[config.mk]
export PLATFORM = sky130hd
export DESIGN_NAME = plt_cell
export DESIGN_NICKNAME = d
export VERILOG_FILES = /design/src/hw/rtl/plt_pkg.sv /design/src/hw/rtl/plt_cell.sv
export SDC_FILE = /design/constraint.sdc
export NUM_CORES = 1
export LEC_CHECK = 0
export BUFFER_PORTS_ARGS = -buffer_cell sky130_fd_sc_hd__clkbuf_2
export CORE_UTILIZATION = 52
export DETAILED_ROUTE_END_ITERATION = 7
export PLACE_DENSITY = 0.92
export SYNTH_ARGS = -nofsm -noshare
export SYNTH_HDL_FRONTEND = slang
export SYNTH_SLANG_ARGS = --single-unit
[constraint.sdc]
create_clock -name clk -period 4.75 [get_ports clk]
set_clock_uncertainty 0.15 [all_clocks]
set_input_delay 0 -clock clk [delete_from_list [all_inputs] [get_ports clk]]
set_output_delay 0 -clock clk [all_outputs]
set_load 0.005 [all_outputs]
[src/hw/rtl/plt_pkg.sv]
// Shared constants and codes for the process lifecycle tracker.
// No dependencies; imported by every module of the block.
package plt_pkg;

  localparam int SLOTS_DEF    = 512;
  localparam int PID_BITS_DEF = 22;

  localparam int UID_W     = 32;
  localparam int APP_W     = 17;
  localparam int SLOT_OUT_W = 9;
  localparam int KIND_W    = 2;
  localparam int CFG_IDX_W = 1;
  localparam int CFG_DATA_W = 32;

  localparam logic [UID_W-1:0] APP_UID_FLOOR_RST = 32'd10000;
  localparam logic [APP_W-1:0] ISO_FLOOR_RST     = 17'd90000;
  localparam logic [APP_W:0]   APP_MODULUS       = 18'd100000;
  localparam logic [UID_W-1:0] UID_NONE          = '1;

  // Configuration register indexes
  localparam logic [CFG_IDX_W-1:0] CFG_APP_UID_FLOOR = 1'b0;
  localparam logic [CFG_IDX_W-1:0] CFG_ISO_FLOOR     = 1'b1;

  typedef enum logic [KIND_W-1:0] {
    KIND_FORK = 2'd0,
    KIND_FREE = 2'd1,
    KIND_UID  = 2'd2,
    KIND_RSVD = 2'd3
  } kind_t;

  typedef enum logic [2:0] {
    OUT_IGNORED           = 3'd0,
    OUT_TRACKED           = 3'd1,
    OUT_ALREADY           = 3'd2,
    OUT_FULL              = 3'd3,
    OUT_RELEASED          = 3'd4,
    OUT_NOT_TRACKED       = 3'd5,
    OUT_SPECIALIZED       = 3'd6,
    OUT_NOT_SPECIALIZABLE = 3'd7
  } outcome_t;

endpackage

[src/hw/rtl/plt_cell.sv]
// One table slot of the tracker: pid, uid and specialized flag, plus one
// registered stage of the search token that walks the row. Uses plt_pkg.
module plt_cell
  import plt_pkg::*;
#(
  parameter int SLOTS    = SLOTS_DEF,
  parameter int PID_BITS = PID_BITS_DEF,
  parameter int IDX      = 0,
  localparam int IDX_W   = $clog2(SLOTS),
  localparam int LINK_W  = 4 + 2 * IDX_W + UID_W,
  localparam int CMD_W   = 3 + IDX_W
) (
  input  logic                clk,
  input  logic                rst_n,
  input  logic [PID_BITS-1:0] key,
  input  logic [UID_W-1:0]    wr_uid,
  input  logic [CMD_W-1:0]    cmd,
  input  logic [LINK_W-1:0]   link_in,
  output logic [LINK_W-1:0]   link_out
);

  typedef struct packed {
    logic             tok;
    logic             hit;
    logic [IDX_W-1:0] hit_idx;
    logic [UID_W-1:0] hit_uid;
    logic             hit_spec;
    logic             free_hit;
    logic [IDX_W-1:0] free_idx;
  } link_t;

  typedef struct packed {
    logic             claim;
    logic             release_slot;
    logic             special;
    logic [IDX_W-1:0] idx;
  } cmd_t;

  localparam logic [IDX_W-1:0] MY_IDX = IDX_W'(IDX);

  link_t lin, link_r, link_nxt;
  cmd_t  cmd_s;
  logic [PID_BITS-1:0] pid_r;
  logic [UID_W-1:0]    uid_r;
  logic                spec_r;
  logic                sel;

  assign lin      = link_in;
  assign cmd_s    = cmd;
  assign link_out = link_r;
  assign sel      = (cmd_s.idx == MY_IDX);

  // Lowest match wins: a hit set upstream passes through untouched
  always_comb begin
    link_nxt = lin;
    if (lin.tok) begin
      if (!lin.hit && pid_r == key) begin
        link_nxt.hit      = 1'b1;
        link_nxt.hit_idx  = MY_IDX;
        link_nxt.hit_uid  = uid_r;
        link_nxt.hit_spec = spec_r;
      end
      if (!lin.free_hit && pid_r == '0) begin
        link_nxt.free_hit = 1'b1;
        link_nxt.free_idx = MY_IDX;
      end
    end
  end

  always_ff @(posedge clk) begin
    if (!rst_n) begin
      link_r.tok <= 1'b0;
      pid_r      <= '0;
    end else begin
      link_r <= link_nxt;
      if (sel && cmd_s.claim) begin
        pid_r <= key;
      end else if (sel && cmd_s.release_slot) begin
        pid_r <= '0;
      end
    end
  end

  always_ff @(posedge clk) begin
    if (sel && cmd_s.claim) begin
      uid_r  <= UID_NONE;
      spec_r <= 1'b0;
    end else if (sel && cmd_s.special) begin
      uid_r  <= wr_uid;
      spec_r <= 1'b1;
    end
  end

endmodule

==> flow_summary.json <==
{
  "status": "finished clean",
  "grt_overflow": 0,
  "postSynthCellCount": 373,
  "min_path_type": "in2reg",
  "fillerInstances": 448,
  "io_buffers": 175,
  "cts_htree_levels": 3,
  "cts_tree": "built",
  "num_vias": 4135,
  "clockPowerShare": 0.296,
  "synth_nets": 495,
  "cp.required_ns": 4.73,
  "start_util": 0.5360,
  "drc": 0,
  "cts_buffers": 9,
  "crit_fanout": 9,
  "hold_viol": 0,
  "p_switching_mw": 0.4545,
  "grt_pass1_wl_mm": 21.26,
  "p_int_mw": 1.422,
  "rsz0062_at_grt": "false",
  "final_max_slew_viol_count": 0,
  "final_util": 0.8069,
  "maxCapViolations": 0,
  "first_pass_iters": 5,
  "viasPerCell": 5.434,
  "finalSetupTns_ns": 0,
  "max_freq_mhz": 359.2,
  "setup-violations-final": 0,
  "grt_pass1_vias": 4336,
  "nets": 773,
  "synthTopCellsByArea": "edfxtp_1 36%, dfxtp_1 25%, mux2_2 7.7%",
  "insertion_delay_ns": 0.38,
  "arrival_ns": 2.76,
  "yosysUniqueCellTypes": 27,
  "yosysTopAreaCell": "edfxtp_1",
  "path_class": "reg2reg",
  "wl_per_cell_um": 18.52,
  "final_cell_mix": "175 x clkbuf_2, 111 x dlygate4sd3_1, 67 x nand2_1",
  "yosysSeqAreaShare": 0.6159,
  "sw_frac_of_total": 0.2423,
  "startpoint_type": "register",
  "cts.sinks": 109,
  "tightest_slew_ns": 1.262,
  "netlist_area_um2": 4404,
  "diodes": 0,
  "cts.clk_slew.worst_paths_ns": 0.10,
  "p_seq_frac": 0.571,
  "p_per_area_nw_per_um2": 283.0,
  "p_comb_frac": 0.134,
  "relSlewSlack": 0.1584,
  "area_growth_pct": 50.54,
  "drtIter0Drc": 176,
  "synth-seq-cells": 109,
  "ir_worst_vdd_mv": 0.1686,
  "crit_path_end_kind": "register",
  "grt_start_max_net_pins": 77,
  "die_area_um2": 8842,
  "grt.total_usage": 0.3252,
  "syn_area_per_cell_um2": 11.81,
  "yosysWarnings": 0,
  "fin_crit_sh": 0.5862,
  "finalPower_mw": 1.876,
  "synth_top_area_frac": 0.3614,
  "pre_cts_ws_ns": 2.096,
  "final_antenna_net_count": 0,
  "fin_ws_ns": 1.966,
  "leakage_nw": 2.842,
  "gp_congestion": 0.8313,
  "cts_root_buf": "clkbuf_8",
  "layout-drive-gt1-share": 0.3460,
  "post-cts-setup-buffers": 0,
  "fp.dieW_um": 94.03,
  "die_height_um": 94.03,
  "cts.path.max_buffers": 2,
  "rows": 33,
  "io_pins": 176,
  "antenna_found_initial": 0,
  "period_needed_ns": 2.784,
  "core_area_um2": 8217,
  "drt-total-wl_mm": 14.10,
  "dp_hpwl_mm": 7.773,
  "layout_commonest_cell": "clkbuf_2"
}
==> cell type report <==
class,instances,area [µm²],area share
clock buffer,11,151.4,0.02283
clock inverter,5,41.29,0.006228
multi-input combinational,243,1592,0.2400
sequential,109,2713,0.4091
tap,105,131.4,0.01982
timing repair buffer,288,2002,0.3019
==> worst paths after layout <==
check	endpoint	depth (start not counted)	slack, ns	startpoint
worst min register to register	spec_r$_SDFFE_PP0P_	2	0.33	spec_r$_SDFFE_PP0P_
worst max-delay path	link_out[7]$_DFFE_PP_	5	1.97	pid_r[18]$_SDFFE_PN0P_
worst max register to register	link_out[7]$_DFFE_PP_	5	1.97	pid_r[18]$_SDFFE_PN0P_
worst min-delay path	pid_r[6]$_SDFFE_PN0P_	4	0.21	cmd[10]
==> routing by layer <==
layer,share of wire,vias up,track usage
li1,-,1865,-
met1,0.35,1945,0.3390
met2,0.53,260,0.5937
met3,0.072,65,0.07929
met4,0.049,0,0.1808
met5,0,-,0
==> power groups by stage <==
stage / Sequential [mW] / Combinational [mW] / Clock, mW
after global placement: 1.08 / 0.158 / 0
after detailed placement: 1.09 / 0.165 / 0
final: 1.07 / 0.251 / 0.554
after global routing: 1.08 / 0.269 / 0.595
after CTS: 1.07 / 0.239 / 0.549
after floorplan: 1.09 / 0.0502 / 0
==> logic make-up after synthesis <==
| group | synth area share |
|---|---|
| buf+inv | 0.02358 |
| compound gates | 0.04204 |
| xor+xnor | 0.04375 |
| mux | 0.08437 |
| flops | 0.6159 |
| simple gates | 0.1903 |
==> Yosys cell counts, drive strengths merged <==
master,instances
nor2b,40
clkbuf,12
o21ai,1
xnor2,18
nor4b,1
nor3,3
nor2,2
buf,9
nand3,32
dfxtp,56
edfxtp,53
or3,1
nand2,67
and2,3
a22oi,22
nand4,6
nor4,6
o21bai,2
or4,2
xor2,4
mux2,33
==> critical path: stages (launching register included) <==
cell and delay, ns:
dfxtp_1 0.35, nor4_1 0.32, nand4_1 0.20, nor3_1 0.79, nor2b_1 0.12, dlygate4sd3_1 0.61
==> state kept, by name, indices dropped and copies added (netlist names) <==
register / count
uid_r: 32
spec_r: 1
pid_r: 22
link_out: 54
==> stage by stage <==
| stage | hold WS [ns] | cells | instance area [µm²] |
|---|---|---|---|
| 3_3_place_gp | 0.05906 | 634 | 5326 |
| 5_1_grt | 0.2230 | 761 | 6630 |
| 3_5_place_dp | 0.06482 | 634 | 5326 |
| 4_1_cts | 0.1720 | 761 | 6630 |
| 6_report | 0.2086 | 761 | 6630 |
| 2_1_floorplan | -0.03750 | 373 | 4404 |
==> timing repair <==
action                                 4_1_cts  5_1_grt
endpoints found under the hold margin      108        0
hold buffers                               111        0
resized for setup                            0        0
No activity file was read; power rests on OpenSTA's default activity.
