**src/hw/rtl/plt_pkg.sv**
```systemverilog
// Shared constants and codes for the process lifecycle tracker.
// No dependencies; imported by every module of the block.
package plt_pkg;

  localparam int SLOTS_DEF    = 512;
  localparam int PID_BITS_DEF = 22;

  localparam int UID_W     = 32;
  localparam int APP_W     = 17;
  localparam int SLOT_OUT_W = 9;
  localparam int KIND_W    = 2;
  localparam int CFG_IDX_W = 1;
  localparam int CFG_DATA_W = 32;

  localparam logic [UID_W-1:0] APP_UID_FLOOR_RST = 32'd10000;
  localparam logic [APP_W-1:0] ISO_FLOOR_RST     = 17'd90000;
  localparam logic [APP_W:0]   APP_MODULUS       = 18'd100000;
  localparam logic [UID_W-1:0] UID_NONE          = '1;

  // Configuration register indexes
  localparam logic [CFG_IDX_W-1:0] CFG_APP_UID_FLOOR = 1'b0;
  localparam logic [CFG_IDX_W-1:0] CFG_ISO_FLOOR     = 1'b1;

  typedef enum logic [KIND_W-1:0] {
    KIND_FORK = 2'd0,
    KIND_FREE = 2'd1,
    KIND_UID  = 2'd2,
    KIND_RSVD = 2'd3
  } kind_t;

  typedef enum logic [2:0] {
    OUT_IGNORED           = 3'd0,
    OUT_TRACKED           = 3'd1,
    OUT_ALREADY           = 3'd2,
    OUT_FULL              = 3'd3,
    OUT_RELEASED          = 3'd4,
    OUT_NOT_TRACKED       = 3'd5,
    OUT_SPECIALIZED       = 3'd6,
    OUT_NOT_SPECIALIZABLE = 3'd7
  } outcome_t;

endpackage

```
**src/hw/rtl/plt_mod_unit.sv**
```systemverilog
// Remainder of a 32-bit uid by 100000 in three registered stages.
// 100000 = 32 * 3125: the low five bits pass through, the upper 27 bits are
// reduced by 3125 with a reciprocal multiply. Uses plt_pkg for widths.
module plt_mod_unit
  import plt_pkg::*;
(
  input  logic             clk,
  input  logic             rst_n,
  input  logic             go,
  input  logic [UID_W-1:0] uid,
  output logic             done,
  output logic [APP_W-1:0] rem
);

  localparam int LO_W     = 5;
  localparam int HI_W     = UID_W - LO_W;
  localparam int REM_HI_W = APP_W - LO_W;
  localparam int RECIP_W  = 28;
  localparam int SHIFT    = 39;
  localparam int PROD_W   = HI_W + RECIP_W;
  localparam int QUO_W    = PROD_W - SHIFT;
  // ceil(2^39 / 3125); exact quotient for every 27-bit dividend
  localparam logic [RECIP_W-1:0] RECIP   = 28'd175921861;
  localparam logic [HI_W-1:0]    DIV_ODD = 27'd3125;

  logic [HI_W-1:0]   hi_r;
  logic [LO_W-1:0]   lo_r;
  logic [PROD_W-1:0] prod_r;
  logic [APP_W-1:0]  rem_r;
  logic              mul_v_r;
  logic              sub_v_r;
  logic              done_r;
  logic [QUO_W-1:0]  quo;
  logic [HI_W-1:0]   rem_hi;

  assign quo    = prod_r[PROD_W-1:SHIFT];
  assign rem_hi = hi_r - HI_W'(quo) * DIV_ODD;

  assign done = done_r;
  assign rem  = rem_r;

  always_ff @(posedge clk) begin
    if (!rst_n) begin
      mul_v_r <= 1'b0;
      sub_v_r <= 1'b0;
      done_r  <= 1'b0;
    end else begin
      mul_v_r <= go;
      sub_v_r <= mul_v_r;
      if (go) begin
        done_r <= 1'b0;
      end else if (sub_v_r) begin
        done_r <= 1'b1;
      end
    end
  end

  always_ff @(posedge clk) begin
    if (go) begin
      hi_r <= uid[UID_W-1:LO_W];
      lo_r <= uid[LO_W-1:0];
    end
    if (mul_v_r) begin
      prod_r <= PROD_W'(hi_r) * PROD_W'(RECIP);
    end
    if (sub_v_r) begin
      rem_r <= {rem_hi[REM_HI_W-1:0], lo_r};
    end
  end

endmodule

```
**config.mk**
```make
export PLATFORM = sky130hd
export DESIGN_NAME = plt_mod_unit
export DESIGN_NICKNAME = d
export VERILOG_FILES = /design/src/hw/rtl/plt_pkg.sv /design/src/hw/rtl/plt_mod_unit.sv
export SDC_FILE = /design/constraint.sdc
export NUM_CORES = 1
export LEC_CHECK = 0
export BUFFER_PORTS_ARGS = -buffer_cell sky130_fd_sc_hd__buf_2
export CELL_PAD_IN_SITES_DETAIL_PLACEMENT = 1
export CELL_PAD_IN_SITES_GLOBAL_PLACEMENT = 2
export CORE_ASPECT_RATIO = 0.7
export CORE_UTILIZATION = 45
export DETAILED_ROUTE_END_ITERATION = 10
export MAX_ROUTING_LAYER = met4
export PLACE_DENSITY_LB_ADDON = 0.12
export REMOVE_ABC_BUFFERS = 1
export SKIP_CTS_REPAIR_TIMING = 1
export SKIP_LAST_GASP = 1
export SLEW_MARGIN = 40
export SYNTH_ARGS = -nofsm -noshare
export SYNTH_HDL_FRONTEND = slang
export SYNTH_SLANG_ARGS = --single-unit
export TNS_END_PERCENT = 50
```
**constraint.sdc**
```tcl
create_clock -name clk -period 9.99 [get_ports clk]
set_clock_uncertainty 0.2 [all_clocks]
set_input_delay 0.4995 -clock clk [delete_from_list [all_inputs] [get_ports clk]]
set_output_delay 0.4995 -clock clk [all_outputs]
set_load 0.02 [all_outputs]
```
==> results.toml <==
[synthesis]
synth_compound_gate_area_share_pct = 4.66
synth.distinct_cells = 48
syn_avg_cell_area_um2 = 10.7
synthArstFlopShare_pct = 0
synth_top_area_share_pct = 38.9
synth_top_cell_by_area = "fa_1"
synth_fa_ha_area_share_pct = 64.8
synthTopCellsByArea = "fa_1, ha_1, edfxtp_1"
syn-cell-area_um2 = 14900
muxShareOfSynthArea_pct = 0
synth_edf_count = 61
synth_seq_cells = 64
synth_cells = 1392
ys_warn_count = 0
ys_seq_area_share_pct = 12.7
yosys.area_share.simple_pct = 3.19
ys.flop_type = "edfxtp_1"
synth-xor-area-share_pct = 2.46
synth_top_family_by_area = "adder cells"

[clock_network]
cts.sinks = 64
cts_tree = "done"
htree_levels = 3
cts.clk_slew.worst_paths_ns = 0.07
cts_buffers = 9
cts_buffer_depth = 2
cts-root-buf = "clkbuf_16"
clock_latency_ns = 0.36

[place]
preCtsSetupSlack_ns = 2.37
routabilityCongestion = 0.965
dp_hpwl_mm = 39.4
port_buffers = 52

[global_routing]
first_global_vias = 10800
antenna_found_initial = 0
grt_pass1_wl_mm = 66.7
grt_overflow_total = 0
grt_usage_pct = 28.5
grt_max_degree = 35

[sta]
clock.fmax_ghz = 0.134
hold_viol = 0
timing.final.crit_period_ns = 7.47
rsz0062_at_grt = "no"
worst_slack_ns = 2.52
finalSetupTns_ns = 0
setup_viol = 0
slew-limit-headroom_pct = 50.4
tightestPinTransition_ns = 0.743
period_share_pct = 74.7
slew_violations = 0

[run_status]
outcome = "finished, violations left"
violations = "DRC"

[drt]
drc = 13
vias_per_cell = 4.99
ant_nets = 0
via_count = 9417
finalWirelength_mm = 43.1
wl_per_cell_um = 22.8
drt-initial-drc-count = 481
drt_pass1_iterations = 7

[floorplan]
die_area_um2 = 33900
die_h_um = 154
core_um2 = 32500
initial_utilization_pct = 46.0
die_w_um = 220
num_rows = 55
io_pins = 53

[cells_and_area]
layout-drive-gt1-share_pct = 5.48
final_nets = 2088
diodes = 0
area_growth_syn_to_layout_pct = 7.22
fillers = 3584

[critical_path]
endpoint_kind = "flip-flop"
critPathRequiredTime_ns = 9.96
cp_max_fo = 9
critPathSlowestCell = "o41ai_4"
worstPathCellList = "fa_1 -> inv_1 -> fa_1 -> inv_1 -> fa_1 -> inv_1 -> fa_1 -> inv_1 -> fa_1 -> fa_1 -> inv_1 -> fa_1 -> inv_1 -> ha_1 -> nand4_2 -> nor4_2 -> a22oi_1 -> a31oi_1 -> o41ai_4 -> o21ai_2 -> a21oi_2 -> or4b_1 -> o311ai_1"
critical_path_buf_inv_count = 6
path_class = "flip-flop to flip-flop"
critPathLaunchType = "flip-flop"
arrival_ns = 7.44
cpMostUsedCell = "fa_1"
critical_path.top_delay_family = "adder cells"
cpPeakStageDelay_ns = 0.65

[min_path]
hp-class = "input port to flip-flop"

[job]
cap_violations = 0
==> cells by family after synthesis <==
| group | count (synthesis) |
|---|---|
| flip-flops | 64 |
| AO/OA/AOI/OAI | 112 |
| XOR/XNOR | 42 |
| AND/OR/NAND/NOR | 89 |
| adder cells (fa/ha/maj) | 599 |
| buffers and inverters | 486 |
==> cells in the mapped netlist, types with 2 or more instances <==
library cell  instances
a22oi_1               3
a211o_1               2
nand2b_1              4
xor2_1               18
nand4_1               4
dfxtp_1               3
fa_1                290
nor3_1                8
ha_1                309
o21a_1                2
a31oi_1               4
a21oi_1              43
or3_1                 3
o21ai_1               2
and4_1                3
edfxtp_1             61
or2_2                 3
o21ai_0              22
and3_1                2
nand3_1               7
inv_1               485
nor2_1               14
and2_1                3
nand4_2               2
a21o_1               16
o211ai_1              2
nor2b_1               8
xnor2_1              24
a21oi_2               3
nand2_1              24
==> registers in the layout, summed over array words and instances (netlist names) <==
register / cells
mul_v_r: 1
hi_r: 27
done: 1
lo_r: 5
rem: 17
sub_v_r: 1
prod_r: 12
==> layout by cell type (no fill, tap or decap), drive strengths merged, types with 2 or more instances in the layout <==
| cell | netlist | layout |
|---|---|---|
| ha | 309 | 309 |
| xnor2 | 24 | 24 |
| a31oi | 4 | 4 |
| o311ai | 2 | 2 |
| nand2 | 24 | 24 |
| o211ai | 2 | 2 |
| clkbuf | 1 | 11 |
| buf | 0 | 52 |
| nand3 | 7 | 7 |
| nand4 | 6 | 6 |
| nor2b | 8 | 8 |
| or3 | 3 | 3 |
| a211o | 2 | 2 |
| and2 | 3 | 3 |
| a21oi | 46 | 46 |
| nor2 | 14 | 14 |
| o21ai | 25 | 25 |
| xor2 | 18 | 18 |
| a22oi | 3 | 3 |
| or2 | 3 | 3 |
| fa | 290 | 290 |
| nand2b | 4 | 4 |
| and4 | 3 | 3 |
| o21a | 2 | 2 |
| a21o | 17 | 17 |
| dfxtp | 3 | 3 |
| clkinvlp | 0 | 2 |
| nor3 | 8 | 8 |
| inv | 485 | 485 |
| clkinv | 0 | 3 |
| and3 | 2 | 2 |
| edfxtp | 61 | 61 |
==> per-stage QoR <==
step	hold WS, ns	instance area, um^2	utilization, %	cells
6_report	0.106	16000	49.3	1886
5_1_grt	0.104	16000	49.3	1886
4_1_cts	0.101	16000	49.3	1886
3_5_place_dp	0.206	15700	48.4	1870
3_3_place_gp	0.202	15700	48.4	1870
2_1_floorplan	0.200	14900	-	1391
==> layout make-up <==
| cell class | instances | area (um^2) | area share [%] |
|---|---|---|---|
| multi-input combinational | 842 | 11200 | 70.2 |
| sequential | 64 | 1890 | 11.8 |
| inverter | 485 | 1820 | 11.4 |
| tap | 427 | 534 | 3.34 |
| timing repair buffer | 52 | 263 | 1.64 |
| clock buffer | 11 | 233 | 1.45 |
| clock inverter | 5 | 33.8 | 0.211 |
==> worst register-to-register path, stage by stage, from the launching register on <==
cell and delay [ns]:
edfxtp_1 0.59, fa_1 0.64, inv_1 0.10, fa_1 0.48
inv_1 0.07, fa_1 0.54, inv_1 0.07, fa_1 0.50
inv_1 0.06, fa_1 0.48, fa_1 0.53, inv_1 0.07
fa_1 0.49, inv_1 0.05, ha_1 0.31, nand4_2 0.14
nor4_2 0.07, a22oi_1 0.16, a31oi_1 0.16, o41ai_4 0.65
o21ai_2 0.19, a21oi_2 0.20, or4b_1 0.45, o311ai_1 0.10
==> worst paths after layout <==
check             startpoint    endpoint  slack, ns  cells after the start
setup / recovery     hi_r[7]  prod_r[49]       2.52                     23
hold / removal        uid[6]     hi_r[1]       0.11                      1
setup reg to reg     hi_r[7]  prod_r[49]       2.52                     23
hold reg to reg      lo_r[2]      rem[2]       0.22                      0
==> routing by layer <==
metal / vias to the layer above / routed length [um] / GRT usage (%)
li1: 4374 / - / -
met1: 4826 / 20900 / 40.7
met2: 194 / 17600 / 38.5
met3: 23 / 4170 / 10.9
met4: 0 / 484 / 4.43
met5: - / 0 / -
Power is left out: the tool's default activity adds up to more than one toggle a clock period on the data nets, which glitch-free logic cannot reach.
